===== config.mk =====
export PLATFORM = sky130hd
export DESIGN_NAME = source_token_scanner_unit
export DESIGN_NICKNAME = d
export VERILOG_FILES = /design/src/sv/sts_pkg.sv /design/src/sv/sts_ctrl.sv /design/src/sv/sts_datapath.sv /design/src/sv/source_token_scanner_unit.sv
export SDC_FILE = /design/constraint.sdc
export NUM_CORES = 1
export LEC_CHECK = 0
export BUFFER_PORTS_ARGS = -buffer_cell sky130_fd_sc_hd__buf_2
export CORE_MARGIN = 3
export CORE_UTILIZATION = 50
export DETAILED_ROUTE_END_ITERATION = 10
export PLACE_DENSITY = 0.62
export SLEW_MARGIN = 5
export SYNTH_ARGS = -nofsm -noshare
export SYNTH_HDL_FRONTEND = slang
export SYNTH_SLANG_ARGS = --single-unit

===== constraint.sdc =====
create_clock -name clk -period 7.7 [get_ports clk]
set_input_delay 0 -clock clk [delete_from_list [all_inputs] [get_ports clk]]
set_output_delay 0 -clock clk [all_outputs]
set_load 0.02 [all_outputs]

===== src/sv/sts_pkg.sv =====
package sts_pkg;

    localparam int MAX_WORD_LEN_DEF = 32;
    localparam int POS_BITS_DEF     = 16;

    localparam int LEN_W  = 6;
    localparam int KW_NUM = 19;
    localparam int VAL_W  = 31;

    typedef enum logic [3:0] {
        M_IDLE, M_ZERO, M_HEXX, M_HEX, M_DEC, M_WORD, M_EQ, M_LT, M_GT, M_BANG
    } mode_t;

    typedef enum logic [2:0] {
        C_IDLE, C_EVAL, C_FLUSH, C_WPREP, C_WOUT, C_AFTER, C_START, C_HALT
    } ctrl_state_t;

    typedef struct packed {
        logic accept;
        logic eval;
        logic flush;
        logic word_start;
        logic word_emit;
        logic start;
        logic end_emit;
    } cmd_t;

    typedef struct packed {
        logic eoi;
        logic used;
        logic eval_emit;
        logic eval_fail;
        logic flush_word;
        logic flush_emit;
        logic flush_fail;
        logic start_emit;
        logic start_fail;
        logic word_last;
        logic out_free;
    } status_t;

    typedef struct packed {
        logic [1:0]       kind;
        logic [5:0]       ttype;
        logic [VAL_W-1:0] value;
        logic [2:0]       err;
        logic             last;
    } res_t;

    localparam logic [1:0] KIND_TOKEN = 2'd0;
    localparam logic [1:0] KIND_ERROR = 2'd1;
    localparam logic [1:0] KIND_END   = 2'd2;

    localparam logic [2:0] ERR_INVALID   = 3'd0;
    localparam logic [2:0] ERR_LEADZERO  = 3'd1;
    localparam logic [2:0] ERR_BADHEX    = 3'd2;
    localparam logic [2:0] ERR_DIGIT_LED = 3'd3;
    localparam logic [2:0] ERR_TOO_LONG  = 3'd4;

    localparam logic [5:0] TT_IDENT = 6'd0;
    localparam logic [5:0] TT_INT   = 6'd1;
    localparam logic [5:0] TT_PLUS  = 6'd16;
    localparam logic [5:0] TT_MINUS = 6'd17;
    localparam logic [5:0] TT_STAR  = 6'd18;
    localparam logic [5:0] TT_SLASH = 6'd19;
    localparam logic [5:0] TT_ASSIGN = 6'd20;
    localparam logic [5:0] TT_EQEQ  = 6'd21;
    localparam logic [5:0] TT_SEMI  = 6'd22;
    localparam logic [5:0] TT_LPAR  = 6'd23;
    localparam logic [5:0] TT_RPAR  = 6'd24;
    localparam logic [5:0] TT_LT    = 6'd25;
    localparam logic [5:0] TT_LE    = 6'd26;
    localparam logic [5:0] TT_GT    = 6'd27;
    localparam logic [5:0] TT_GE    = 6'd28;
    localparam logic [5:0] TT_LBRACE = 6'd29;
    localparam logic [5:0] TT_RBRACE = 6'd30;
    localparam logic [5:0] TT_LBRACK = 6'd31;
    localparam logic [5:0] TT_RBRACK = 6'd32;
    localparam logic [5:0] TT_BANG  = 6'd33;
    localparam logic [5:0] TT_NE    = 6'd34;
    localparam logic [5:0] TT_COMMA = 6'd35;

    localparam logic [7:0] CH_LF    = 8'd10;
    localparam logic [7:0] CH_SPACE = 8'd32;
    localparam logic [7:0] CH_ZERO  = "0";
    localparam logic [7:0] CH_EQ    = "=";
    localparam logic [7:0] CH_LT    = "<";
    localparam logic [7:0] CH_GT    = ">";
    localparam logic [7:0] CH_BANG  = "!";

    localparam logic [63:0] KW_TEXT [KW_NUM] = '{
        64'("scan"), 64'("void"), 64'("int"), 64'("char"), 64'("double"),
        64'("struct"), 64'("if"), 64'("else"), 64'("switch"), 64'("case"),
        64'("default"), 64'("while"), 64'("for"), 64'("do"), 64'("return"),
        64'("break"), 64'("continue"), 64'("const"), 64'("print")
    };
    localparam logic [3:0] KW_LEN [KW_NUM] = '{
        4'd4, 4'd4, 4'd3, 4'd4, 4'd6, 4'd6, 4'd2, 4'd4, 4'd6, 4'd4,
        4'd7, 4'd5, 4'd3, 4'd2, 4'd6, 4'd5, 4'd8, 4'd5, 4'd5
    };
    localparam logic [5:0] KW_CLS [KW_NUM] = '{
        6'd2, 6'd3, 6'd3, 6'd3, 6'd3, 6'd4, 6'd5, 6'd6, 6'd7, 6'd7,
        6'd7, 6'd8, 6'd9, 6'd10, 6'd11, 6'd12, 6'd13, 6'd14, 6'd15
    };

    // character p of keyword k, p below its length
    function automatic logic [7:0] kw_char(input int unsigned k, input logic [2:0] p);
        logic [2:0]  sel;
        logic [63:0] w;
        sel = 3'(KW_LEN[k] - 4'd1 - {1'b0, p});
        w   = KW_TEXT[k] >> {sel, 3'b000};
        return w[7:0];
    endfunction

    function automatic logic is_digit(input logic [7:0] c);
        return c >= "0" && c <= "9";
    endfunction

    function automatic logic is_alpha(input logic [7:0] c);
        return (c >= "A" && c <= "Z") || (c >= "a" && c <= "z");
    endfunction

    function automatic logic is_hex_letter(input logic [7:0] c);
        return (c >= "A" && c <= "F") || (c >= "a" && c <= "f");
    endfunction

    function automatic logic is_space(input logic [7:0] c);
        return (c >= 8'd9 && c <= 8'd13) || c == CH_SPACE;
    endfunction

    function automatic logic [3:0] hex_value(input logic [7:0] c);
        logic [7:0] v;
        if (is_digit(c))
            v = c - 8'd48;
        else if (c >= "a")
            v = c - 8'd87;
        else
            v = c - 8'd55;
        return v[3:0];
    endfunction

endpackage


===== src/sv/sts_ctrl.sv =====
module sts_ctrl (
    input  logic             clk,
    input  logic             rst_n,
    input  logic             in_valid,
    output logic             in_ready,
    input  sts_pkg::status_t st,
    output sts_pkg::cmd_t    cmd
);
    import sts_pkg::*;

    ctrl_state_t state_reg;
    ctrl_state_t state_next;

    always_ff @(posedge clk or negedge rst_n)
    begin
        if (!rst_n)
            state_reg <= C_IDLE;
        else
            state_reg <= state_next;
    end

    always_comb
    begin
        state_next = state_reg;
        cmd        = '0;
        in_ready   = 1'b0;
        unique case (state_reg)
            C_IDLE:
            begin
                in_ready = 1'b1;
                if (in_valid)
                begin
                    cmd.accept = 1'b1;
                    state_next = C_EVAL;
                end
            end
            C_EVAL:
            begin
                if (st.eoi || !st.used)
                    state_next = C_FLUSH;
                else if (!st.eval_emit)
                begin
                    cmd.eval   = 1'b1;
                    state_next = C_IDLE;
                end
                else if (st.out_free)
                begin
                    cmd.eval   = 1'b1;
                    state_next = st.eval_fail ? C_HALT : C_IDLE;
                end
            end
            C_FLUSH:
            begin
                if (st.flush_word)
                begin
                    cmd.word_start = 1'b1;
                    state_next     = C_WPREP;
                end
                else if (!st.flush_emit)
                    state_next = C_AFTER;
                else if (st.out_free)
                begin
                    cmd.flush  = 1'b1;
                    state_next = st.flush_fail ? C_HALT : C_AFTER;
                end
            end
            C_WPREP:
                state_next = C_WOUT;
            C_WOUT:
            begin
                if (st.out_free)
                begin
                    cmd.word_emit = 1'b1;
                    state_next    = st.word_last ? C_AFTER : C_WPREP;
                end
            end
            C_AFTER:
            begin
                if (!st.eoi)
                    state_next = C_START;
                else if (st.out_free)
                begin
                    cmd.end_emit = 1'b1;
                    state_next   = C_HALT;
                end
            end
            C_START:
            begin
                if (!st.start_emit)
                begin
                    cmd.start  = 1'b1;
                    state_next = C_IDLE;
                end
                else if (st.out_free)
                begin
                    cmd.start  = 1'b1;
                    state_next = st.start_fail ? C_HALT : C_IDLE;
                end
            end
            C_HALT:
                in_ready = 1'b1;
            default:
                state_next = C_IDLE;
        endcase
    end

    a_one_cmd: assert property (@(posedge clk) disable iff (!rst_n) $onehot0(cmd))
        else $error("more than one datapath command");
    a_halt_stays: assert property (@(posedge clk) disable iff (!rst_n)
        state_reg == C_HALT |=> state_reg == C_HALT)
        else $error("left halt state");
    a_ready_state: assert property (@(posedge clk) disable iff (!rst_n)
        in_ready |-> (state_reg == C_IDLE || state_reg == C_HALT))
        else $error("ready outside idle or halt");

endmodule


===== src/sv/sts_datapath.sv =====
module sts_datapath #(
    parameter int MAX_WORD_LEN = sts_pkg::MAX_WORD_LEN_DEF,
    parameter int POS_BITS     = sts_pkg::POS_BITS_DEF
) (
    input  logic                  clk,
    input  logic                  rst_n,
    input  sts_pkg::cmd_t         cmd,
    output sts_pkg::status_t      st,
    input  logic [7:0]            in_byte,
    input  logic                  in_eoi,
    input  logic                  out_ready,
    output logic                  out_valid,
    output sts_pkg::res_t         out_res,
    output logic [POS_BITS-1:0]   out_line,
    output logic [POS_BITS-1:0]   out_col
);
    import sts_pkg::*;

    localparam int IDX_W = $clog2(MAX_WORD_LEN);
    localparam logic [LEN_W-1:0] LEN_MAX = LEN_W'(MAX_WORD_LEN);
    localparam logic [VAL_W-1:0] NUM_MAX = '1;

    mode_t               mode_reg, mode_next;
    logic [LEN_W-1:0]    len_reg, len_next;
    logic                dl_reg, dl_next;
    logic [VAL_W-1:0]    acc_reg, acc_next;
    logic [POS_BITS-1:0] tok_line_reg, tok_line_next, tok_col_reg, tok_col_next;
    logic [POS_BITS-1:0] cur_line_reg, cur_line_next, cur_col_reg, cur_col_next;
    logic [POS_BITS-1:0] lat_line_reg, lat_col_reg;
    logic [7:0]          byte_reg;
    logic                eoi_reg;
    logic [KW_NUM-1:0]   cand_reg, cand_next;
    logic [LEN_W-1:0]    rd_idx_reg, rd_idx_next;
    logic [7:0]          mem [MAX_WORD_LEN];
    logic [7:0]          mem_q_reg;
    logic                out_valid_reg;
    res_t                out_res_reg;
    logic [POS_BITS-1:0] out_line_reg, out_col_reg;

    logic [7:0]          c;
    logic                c_dig, c_alp, c_hex, at_max;
    logic [34:0]         acc_prod, acc_sum;
    logic [VAL_W-1:0]    acc_sat;
    logic                ev_used, ev_emit, ev_fail, ev_bump, ev_acc, ev_base16, ev_wadd;
    mode_t               ev_mode;
    res_t                ev_res;
    logic                fl_word, fl_emit, fl_fail;
    res_t                fl_res;
    logic                stt_emit, stt_fail;
    mode_t               stt_mode;
    res_t                stt_res, wd_res;
    logic [5:0]          word_cls;
    logic                wr_en;
    logic [IDX_W-1:0]    wr_addr;
    logic                emit;
    res_t                emit_res;
    logic [POS_BITS-1:0] emit_line, emit_col;
    logic                word_last;

    assign c      = byte_reg;
    assign c_dig  = is_digit(c);
    assign c_alp  = is_alpha(c);
    assign c_hex  = c_dig || is_hex_letter(c);
    assign at_max = len_reg >= LEN_MAX;

    assign acc_prod = ev_base16 ? 35'({acc_reg, 4'b0000})
                                : 35'({acc_reg, 3'b000}) + 35'({acc_reg, 1'b0});
    assign acc_sum  = acc_prod + 35'(hex_value(c));
    assign acc_sat  = (acc_sum[34:VAL_W] != '0) ? NUM_MAX : acc_sum[VAL_W-1:0];

    // byte in the current mode
    always_comb
    begin
        ev_used   = 1'b0;
        ev_emit   = 1'b0;
        ev_fail   = 1'b0;
        ev_bump   = 1'b0;
        ev_acc    = 1'b0;
        ev_base16 = 1'b0;
        ev_wadd   = 1'b0;
        ev_mode   = mode_reg;
        ev_res    = '{kind: KIND_TOKEN, ttype: TT_IDENT, value: '0, err: ERR_INVALID,
                      last: 1'b1};
        case (mode_reg)
            M_ZERO:
            begin
                if (c == "x" || c == "X")
                begin
                    ev_used = 1'b1;
                    ev_mode = M_HEXX;
                    ev_bump = 1'b1;
                end
                else if (c_dig)
                begin
                    ev_used = 1'b1;
                    ev_fail = 1'b1;
                    ev_res.err = ERR_LEADZERO;
                end
                else if (c_alp)
                    ev_wadd = 1'b1;
            end
            M_HEXX:
            begin
                if (c_hex)
                begin
                    ev_used   = 1'b1;
                    ev_mode   = M_HEX;
                    ev_bump   = 1'b1;
                    ev_acc    = 1'b1;
                    ev_base16 = 1'b1;
                end
                else if (c_alp)
                    ev_wadd = 1'b1;
                else
                begin
                    ev_used = 1'b1;
                    ev_fail = 1'b1;
                    ev_res.err = ERR_BADHEX;
                end
            end
            M_HEX:
            begin
                if (c_hex)
                begin
                    ev_used   = 1'b1;
                    ev_bump   = 1'b1;
                    ev_acc    = 1'b1;
                    ev_base16 = 1'b1;
                end
                else if (c_alp)
                    ev_wadd = 1'b1;
            end
            M_DEC:
            begin
                if (c_dig)
                begin
                    ev_used = 1'b1;
                    ev_bump = 1'b1;
                    ev_acc  = 1'b1;
                end
                else if (c_alp)
                    ev_wadd = 1'b1;
            end
            M_WORD:
            begin
                if (c_dig || c_alp)
                    ev_wadd = 1'b1;
            end
            M_EQ, M_LT, M_GT, M_BANG:
            begin
                if (c == CH_EQ)
                begin
                    ev_used = 1'b1;
                    ev_emit = 1'b1;
                    ev_mode = M_IDLE;
                    case (mode_reg)
                        M_EQ:    begin ev_res.ttype = TT_EQEQ; ev_res.value = VAL_W'(CH_EQ); end
                        M_LT:    begin ev_res.ttype = TT_LE; ev_res.value = VAL_W'(CH_LT); end
                        M_GT:    begin ev_res.ttype = TT_GE; ev_res.value = VAL_W'(CH_GT); end
                        default: begin ev_res.ttype = TT_NE; ev_res.value = VAL_W'(CH_BANG); end
                    endcase
                end
            end
            default:
                ;
        endcase
        if (ev_wadd)
        begin
            ev_used = 1'b1;
            ev_mode = M_WORD;
            if (at_max)
            begin
                ev_fail    = 1'b1;
                ev_res.err = ERR_TOO_LONG;
            end
            else
                ev_bump = 1'b1;
        end
        if (ev_fail)
        begin
            ev_emit      = 1'b1;
            ev_res.kind  = KIND_ERROR;
            ev_res.ttype = TT_IDENT;
            ev_res.value = '0;
            ev_res.last  = 1'b0;
        end
    end

    // keyword class of the buffered word
    always_comb
    begin
        word_cls = TT_IDENT;
        for (int k = KW_NUM - 1; k >= 0; k--)
        begin
            if (cand_reg[k] && len_reg == LEN_W'(KW_LEN[k]))
                word_cls = KW_CLS[k];
        end
    end

    // pending token when it is ended
    always_comb
    begin
        fl_word = 1'b0;
        fl_emit = 1'b1;
        fl_fail = 1'b0;
        fl_res  = '{kind: KIND_TOKEN, ttype: TT_INT, value: '0, err: ERR_INVALID, last: 1'b1};
        case (mode_reg)
            M_ZERO:
                ;
            M_HEXX:
            begin
                fl_fail    = 1'b1;
                fl_res.err = ERR_BADHEX;
            end
            M_HEX, M_DEC:
                fl_res.value = acc_reg;
            M_WORD:
            begin
                if (dl_reg)
                begin
                    fl_fail    = 1'b1;
                    fl_res.err = ERR_DIGIT_LED;
                end
                else
                begin
                    fl_word = 1'b1;
                    fl_emit = 1'b0;
                end
            end
            M_EQ:
            begin
                fl_res.ttype = TT_ASSIGN;
                fl_res.value = VAL_W'(CH_EQ);
            end
            M_LT:
            begin
                fl_res.ttype = TT_LT;
                fl_res.value = VAL_W'(CH_LT);
            end
            M_GT:
            begin
                fl_res.ttype = TT_GT;
                fl_res.value = VAL_W'(CH_GT);
            end
            M_BANG:
            begin
                fl_res.ttype = TT_BANG;
                fl_res.value = VAL_W'(CH_BANG);
            end
            default:
                fl_emit = 1'b0;
        endcase
        if (fl_fail)
        begin
            fl_res.kind  = KIND_ERROR;
            fl_res.ttype = TT_IDENT;
            fl_res.value = '0;
            fl_res.last  = 1'b0;
        end
    end

    // byte starting a new token
    always_comb
    begin
        stt_emit = 1'b1;
        stt_fail = 1'b0;
        stt_mode = M_IDLE;
        stt_res  = '{kind: KIND_TOKEN, ttype: TT_IDENT, value: VAL_W'(c), err: ERR_INVALID,
                     last: 1'b1};
        if (is_space(c))
            stt_emit = 1'b0;
        else if (c == CH_ZERO)
        begin
            stt_emit = 1'b0;
            stt_mode = M_ZERO;
        end
        else if (c_dig)
        begin
            stt_emit = 1'b0;
            stt_mode = M_DEC;
        end
        else if (c_alp)
        begin
            stt_emit = 1'b0;
            stt_mode = M_WORD;
        end
        else
        begin
            unique case (c)
                "+":     stt_res.ttype = TT_PLUS;
                "-":     stt_res.ttype = TT_MINUS;
                "*":     stt_res.ttype = TT_STAR;
                "/":     stt_res.ttype = TT_SLASH;
                ";":     stt_res.ttype = TT_SEMI;
                "(":     stt_res.ttype = TT_LPAR;
                ")":     stt_res.ttype = TT_RPAR;
                "{":     stt_res.ttype = TT_LBRACE;
                "}":     stt_res.ttype = TT_RBRACE;
                "[":     stt_res.ttype = TT_LBRACK;
                "]":     stt_res.ttype = TT_RBRACK;
                ",":     stt_res.ttype = TT_COMMA;
                CH_EQ:   begin stt_emit = 1'b0; stt_mode = M_EQ; end
                CH_LT:   begin stt_emit = 1'b0; stt_mode = M_LT; end
                CH_GT:   begin stt_emit = 1'b0; stt_mode = M_GT; end
                CH_BANG: begin stt_emit = 1'b0; stt_mode = M_BANG; end
                default:
                begin
                    stt_fail      = 1'b1;
                    stt_res.kind  = KIND_ERROR;
                    stt_res.value = '0;
                    stt_res.last  = 1'b0;
                end
            endcase
        end
    end

    assign word_last = (rd_idx_reg + LEN_W'(1)) == len_reg;
    assign wd_res    = '{kind: KIND_TOKEN, ttype: word_cls, value: VAL_W'(mem_q_reg),
                         err: ERR_INVALID, last: word_last};

    assign st.eoi        = eoi_reg;
    assign st.used       = ev_used;
    assign st.eval_emit  = ev_emit;
    assign st.eval_fail  = ev_fail;
    assign st.flush_word = fl_word;
    assign st.flush_emit = fl_emit;
    assign st.flush_fail = fl_fail;
    assign st.start_emit = stt_emit || stt_fail;
    assign st.start_fail = stt_fail;
    assign st.word_last  = word_last;
    assign st.out_free   = !out_valid_reg || out_ready;

    // result selection
    always_comb
    begin
        emit      = 1'b0;
        emit_res  = fl_res;
        emit_line = tok_line_reg;
        emit_col  = tok_col_reg;
        if (cmd.eval && ev_emit)
        begin
            emit     = 1'b1;
            emit_res = ev_res;
        end
        else if (cmd.flush)
            emit = 1'b1;
        else if (cmd.word_emit)
        begin
            emit     = 1'b1;
            emit_res = wd_res;
        end
        else if (cmd.start && (stt_emit || stt_fail))
        begin
            emit      = 1'b1;
            emit_res  = stt_res;
            emit_line = lat_line_reg;
            emit_col  = lat_col_reg;
        end
        else if (cmd.end_emit)
        begin
            emit      = 1'b1;
            emit_res  = '{kind: KIND_END, ttype: TT_IDENT, value: '0, err: ERR_INVALID,
                          last: 1'b0};
            emit_line = '0;
            emit_col  = '0;
        end
    end

    // scanner state update
    always_comb
    begin
        mode_next     = mode_reg;
        len_next      = len_reg;
        dl_next       = dl_reg;
        acc_next      = acc_reg;
        tok_line_next = tok_line_reg;
        tok_col_next  = tok_col_reg;
        cur_line_next = cur_line_reg;
        cur_col_next  = cur_col_reg;
        cand_next     = cand_reg;
        rd_idx_next   = rd_idx_reg;
        wr_en         = 1'b0;
        wr_addr       = len_reg[IDX_W-1:0];
        if (cmd.accept && !in_eoi)
        begin
            if (in_byte == CH_LF)
            begin
                cur_line_next = (cur_line_reg != '1) ? cur_line_reg + 1'b1 : cur_line_reg;
                cur_col_next  = '0;
            end
            else
                cur_col_next = (cur_col_reg != '1) ? cur_col_reg + 1'b1 : cur_col_reg;
        end
        if (cmd.eval)
        begin
            mode_next = ev_mode;
            if (ev_bump && len_reg != '1)
                len_next = len_reg + 1'b1;
            if (ev_acc)
                acc_next = acc_sat;
            if (ev_wadd && !at_max && !dl_reg)
            begin
                wr_en = 1'b1;
                for (int k = 0; k < KW_NUM; k++)
                    cand_next[k] = cand_reg[k] && (len_reg < LEN_W'(KW_LEN[k])) &&
                                   kw_char(k, len_reg[2:0]) == c;
            end
        end
        if (cmd.flush)
            mode_next = M_IDLE;
        if (cmd.word_start)
            rd_idx_next = '0;
        if (cmd.word_emit)
        begin
            rd_idx_next = rd_idx_reg + 1'b1;
            if (word_last)
                mode_next = M_IDLE;
        end
        if (cmd.start)
        begin
            tok_line_next = lat_line_reg;
            tok_col_next  = lat_col_reg;
            len_next      = LEN_W'(1);
            dl_next       = (stt_mode == M_ZERO) || (stt_mode == M_DEC);
            acc_next      = (stt_mode == M_DEC) ? VAL_W'(hex_value(c)) : '0;
            mode_next     = stt_mode;
            if (stt_mode == M_WORD)
            begin
                wr_en   = 1'b1;
                wr_addr = '0;
                for (int k = 0; k < KW_NUM; k++)
                    cand_next[k] = kw_char(k, 3'd0) == c;
            end
        end
    end

    always_ff @(posedge clk)
    begin
        if (wr_en)
            mem[wr_addr] <= c;
        mem_q_reg <= mem[rd_idx_reg[IDX_W-1:0]];
    end

    always_ff @(posedge clk)
    begin
        if (cmd.accept)
        begin
            byte_reg     <= in_byte;
            lat_line_reg <= cur_line_reg;
            lat_col_reg  <= cur_col_reg;
        end
        if (emit)
        begin
            out_res_reg  <= emit_res;
            out_line_reg <= emit_line;
            out_col_reg  <= emit_col;
        end
    end

    always_ff @(posedge clk or negedge rst_n)
    begin
        if (!rst_n)
        begin
            mode_reg      <= M_IDLE;
            len_reg       <= '0;
            dl_reg        <= 1'b0;
            acc_reg       <= '0;
            tok_line_reg  <= '0;
            tok_col_reg   <= '0;
            cur_line_reg  <= '0;
            cur_col_reg   <= '0;
            cand_reg      <= '0;
            rd_idx_reg    <= '0;
            eoi_reg       <= 1'b0;
            out_valid_reg <= 1'b0;
        end
        else
        begin
            mode_reg      <= mode_next;
            len_reg       <= len_next;
            dl_reg        <= dl_next;
            acc_reg       <= acc_next;
            tok_line_reg  <= tok_line_next;
            tok_col_reg   <= tok_col_next;
            cur_line_reg  <= cur_line_next;
            cur_col_reg   <= cur_col_next;
            cand_reg      <= cand_next;
            rd_idx_reg    <= rd_idx_next;
            if (cmd.accept)
                eoi_reg <= in_eoi;
            if (emit)
                out_valid_reg <= 1'b1;
            else if (out_ready)
                out_valid_reg <= 1'b0;
        end
    end

    assign out_valid = out_valid_reg;
    assign out_res   = out_res_reg;
    assign out_line  = out_line_reg;
    assign out_col   = out_col_reg;

    a_emit_free: assert property (@(posedge clk) disable iff (!rst_n)
        emit |-> (!out_valid_reg || out_ready))
        else $error("result overwrites a waiting item");
    a_replay_range: assert property (@(posedge clk) disable iff (!rst_n)
        cmd.word_emit |-> rd_idx_reg < len_reg)
        else $error("word replay past buffered length");
    a_word_len: assert property (@(posedge clk) disable iff (!rst_n)
        (mode_reg == M_WORD && !dl_reg) |-> (len_reg <= LEN_MAX && len_reg != '0))
        else $error("word length out of range");

endmodule


===== src/sv/source_token_scanner_unit.sv =====
// Streaming lexer for a small C-like language.
// Input channel s_axis: one source byte per item in tdata; tlast marks the
// end of input (its tdata is ignored). Output channel m_axis: one result per
// item, result kind in tuser (token, error, end), last character of a token
// on tlast.
// The block takes no new byte until it is through with the last one. A byte
// that ends a token is followed by the output of that token; a word token
// replays its buffered characters from the word memory one at a time,
// each read through the registered read port of that memory.
// The output is a single register: the block keeps working while a result
// waits there and holds only when the next result is ready and the register
// is still full, so receiver stalls back up to s_axis_tready.
// After reset the block is idle at line 0, column 0, ready at once. After an
// error or the end result it emits nothing until the next reset; input items
// are still taken and dropped.
module source_token_scanner_unit #(
    parameter int MAX_WORD_LEN = sts_pkg::MAX_WORD_LEN_DEF,
    parameter int POS_BITS     = sts_pkg::POS_BITS_DEF
) (
    input  logic                                 clk,
    input  logic                                 rst_n,
    input  logic                                 s_axis_tvalid,
    output logic                                 s_axis_tready,
    input  logic [7:0]                           s_axis_tdata,  // source_byte
    input  logic                                 s_axis_tlast,  // end_of_input
    output logic                                 m_axis_tvalid,
    input  logic                                 m_axis_tready,
    // token_type, token_value, start_line, start_column, error_code, zero fill
    output logic [((2*POS_BITS+40+7)/8)*8-1:0]   m_axis_tdata,
    output logic [1:0]                           m_axis_tuser,  // result_kind
    output logic                                 m_axis_tlast   // last_of_token
);
    import sts_pkg::*;

    localparam int TDATA_W = ((2 * POS_BITS + 40 + 7) / 8) * 8;

    cmd_t                cmd;
    status_t             st;
    res_t                res;
    logic [POS_BITS-1:0] line, col;

    sts_ctrl u_ctrl (
        .clk      (clk),
        .rst_n    (rst_n),
        .in_valid (s_axis_tvalid),
        .in_ready (s_axis_tready),
        .st       (st),
        .cmd      (cmd)
    );

    sts_datapath #(
        .MAX_WORD_LEN (MAX_WORD_LEN),
        .POS_BITS     (POS_BITS)
    ) u_datapath (
        .clk       (clk),
        .rst_n     (rst_n),
        .cmd       (cmd),
        .st        (st),
        .in_byte   (s_axis_tdata),
        .in_eoi    (s_axis_tlast),
        .out_ready (m_axis_tready),
        .out_valid (m_axis_tvalid),
        .out_res   (res),
        .out_line  (line),
        .out_col   (col)
    );

    assign m_axis_tdata = TDATA_W'({res.err, col, line, res.value, res.ttype});
    assign m_axis_tuser = res.kind;
    assign m_axis_tlast = res.last;

endmodule


==> metrics.cfg <==
[status]
run_status = finished, final reports clean

[global_routing]
track_usage_pct = 25.97
antenna_found_initial = 2
grt_max_degree = 94
grt_pass1_vias = 19747
grt_pass1_wl_mm = 115.4
overflow = 0

[timing]
setup_viol = 0
fin_tns_setup_ns = 0
rsz0062_at_grt = false
clock.fmax_mhz = 159.5
finalClockSkew_ns = 0.01309
worstMarginPinSlew_ns = 1.177
slew_headroom_pct = 21.34
slew_viol_final = 0
final_hold_viol_count = 0
finalCritPeriodShare_pct = 81.44
min_period_ns = 6.271

[worst_setup_path]
r2r_slack_ns = 1.43
path_max_fanout = 33
start_kind = flip-flop
slowest_stage = a21boi_4
crit_type = flip-flop to flip-flop
worstSetupEndpointType = flip-flop
cp_top_family = compound AO/OA/AOI/OAI gates
arrival_ns = 6.71
slowest_delay_ns = 0.94
path_cells = buf_4 -> inv_2 -> ha_1 -> o21ba_2 -> o21a_4 -> o21bai_2 -> buf_4 -> nand2_1 -> inv_1 -> ha_1 -> a21o_1 -> a21oi_1 -> inv_1 -> and2_1 -> nand3b_1 -> nor2_1 -> and4_2 -> a2111oi_2 -> o22ai_2 -> a21boi_4 -> o22ai_1
crit_buf_inv = 5
worstPathRequired_ns = 8.14

[run]
drv_cap = 0

[routing]
antenna_left = 0
drt_first_pass_iters = 5
vias_per_cell = 6.166
wire_per_inst_um = 22.55
routed_wl_mm = 73.48
first_iter_violations = 1821
drcViolationCount = 0
via_count = 20095

[clocking]
cts_root_buffer = clkbuf_16
clk-insertion-delay-late_ns = 0.60
holdBufCountCts = 12
post_cts_buffers = 0
cts.clk_slew.worst_paths_ns = 0.06
cts_resized = 0
tritoncts = done
htreeDepth = 2
numCtsBuffers = 53
ctsLongestPathBuffers = 3
cts.sinks = 515

[logic_synthesis]
ys.flop_type = edfxtp_1
yosys.area.top_type_share_pct = 41.38
yosysSeqAreaShare_pct = 54.61
synth_area_per_cell_sq_um = 10.83
synthTopCellsByArea = edfxtp_1 (41%), dfrtp_1 (13%), nand2_1 (5.0%), a21oi_1 (3.0%), ha_1 (2.7%)
netlist_area_sq_um = 26930
ys_seq_elements = 515
syn-num-nets = 2560
synth_edf_count = 371
yosysTopAreaCell = edfxtp_1
async_flop_share_pct = 26.41
yosys_warnings = 0
netlist_instances = 2486
synth.distinct_cells = 94

[layout]
drive_gt1_share_pct = 13.38
layout_commonest_cell = edfxtp_1
seq_area_sq_um = 14710
fillerInstances = 4549
final_nets = 2600
most-common-layout-cells = edfxtp_1 (371), nand2_1 (358), nor2_1 (173)
syn2layout_area_growth_pct = 11.13
antenna_cells = 0
multiInputGateArea_sq_um = 11500
largest_reg_flops = 256

[pwr]
p_leak_nw = 11.21
vdd_drop_max_v = 0.0002448
power.total_mw = 10.08
power.density_nw_per_um2 = 336.8

[hold_path]
hp-class = primary input to async pin

[floorplan]
dieArea_sq_um = 56670
design.portCount = 90
core_area_sq_um = 52970
dieWidth_um = 238.1
rows = 84
die_height_um = 238.1
start_util_pct = 50.83

[place]
port_buffers = 89
gp_congestion = 0.9098
hpwl_mm = 49.34

[final timing paths]
| path | endpoint | cells after the start | start |
|---|---|---|---|
| min in group clk | u_datapath.byte_reg[4]$_DFFE_PP_ | 2 | s_axis_tdata[4] |
| worst max-delay path | u_datapath.acc_reg[0]$_DFFE_PN0P_ | 21 | u_datapath.byte_reg[0]$_DFFE_PP_ |
| max in group asynchronous | u_datapath.cur_col_reg[10]$_DFFE_PN0P_ | 3 | rst_n |
| worst min-delay path | u_datapath.acc_reg[30]$_DFFE_PN0P_ | 2 | rst_n |
| worst max register to register | u_datapath.acc_reg[0]$_DFFE_PN0P_ | 21 | u_datapath.byte_reg[0]$_DFFE_PP_ |
| worst min register to register | u_datapath.tok_line_reg[1]$_DFFE_PN0N_ | 2 | u_datapath.lat_line_reg[1]$_DFFE_PP_ |
[cell families after synthesis]
kind of cell	share of synthesized area [%]
buf+inv	2.858
compound gates	13.58
fa+ha+maj	2.890
xor+xnor	4.359
flops	54.61
mux	6.120
simple gates	15.58
[cell type report]
cell class / count / area share [%]
Sequential cell: 515 / 49.15
Multi-Input combinational cell: 1777 / 38.44
Clock buffer: 69 / 5.005
Tap cell: 688 / 2.877
Timing Repair Buffer: 138 / 2.839
Clock inverter: 31 / 1.171
Inverter: 41 / 0.5143
[cells in the mapped netlist (21+ instances only)]
library cell and number:
a21oi_1 164, a21oi_2 22, a31oi_1 26, and2_1 38
buf_1 24, clkbuf_1 118, dfrtp_1 136, edfxtp_1 371
ha_1 59, inv_1 36, mux2_2 21, mux2i_1 69
mux4_2 32, nand2_1 359, nand3_1 111, nand4_1 27
nor2_1 174, nor2b_1 21, nor3_1 55, o21ai_0 125
o221ai_1 25, o22ai_1 21, xnor2_1 78, xor2_1 56
[worst reg2reg max path, stage by stage (launching register included)]
cell and delay, ns:
edfxtp_1 0.34, buf_4 0.41, inv_2 0.28, ha_1 0.43, o21ba_2 0.28, o21a_4 0.23, o21bai_2 0.13, buf_4 0.35
nand2_1 0.18, inv_1 0.08, ha_1 0.23, a21o_1 0.19, a21oi_1 0.34, inv_1 0.07, and2_1 0.20, nand3b_1 0.27
nor2_1 0.15, and4_2 0.31, a2111oi_2 0.36, o22ai_2 0.14, a21boi_4 0.94, o22ai_1 0.22
[through the flow]
stage	setup WS, ns	utilization [%]	hold slack (ns)	cells	area, sq um
after global routing	0.8598	56.49	0.1313	3259	29920
after detailed placement	1.492	52.77	0.1628	3147	27950
final	1.429	56.49	0.04218	3259	29920
after floorplan	1.689	-	-0.2956	2486	26930
after global placement	1.644	52.77	0.1623	3147	27950
after CTS	1.498	56.49	0.08270	3259	29920
[power by group]
group / internal (mW) / switching, mW / total [mW]
clock network: 1.55 / 1.11 / 2.66
logic: 1.25 / 2.16 / 3.42
registers: 3.54 / 0.456 / 4.00
[metal layers]
metal | track usage, % | share of wire, %
met3 | 3.340 | 6.1
met2 | 40.26 | 46
met1 | 38.61 | 46
met4 | 7.788 | 2.6
met5 | 0 | 0.016
(Power assumes the default switching activity.)
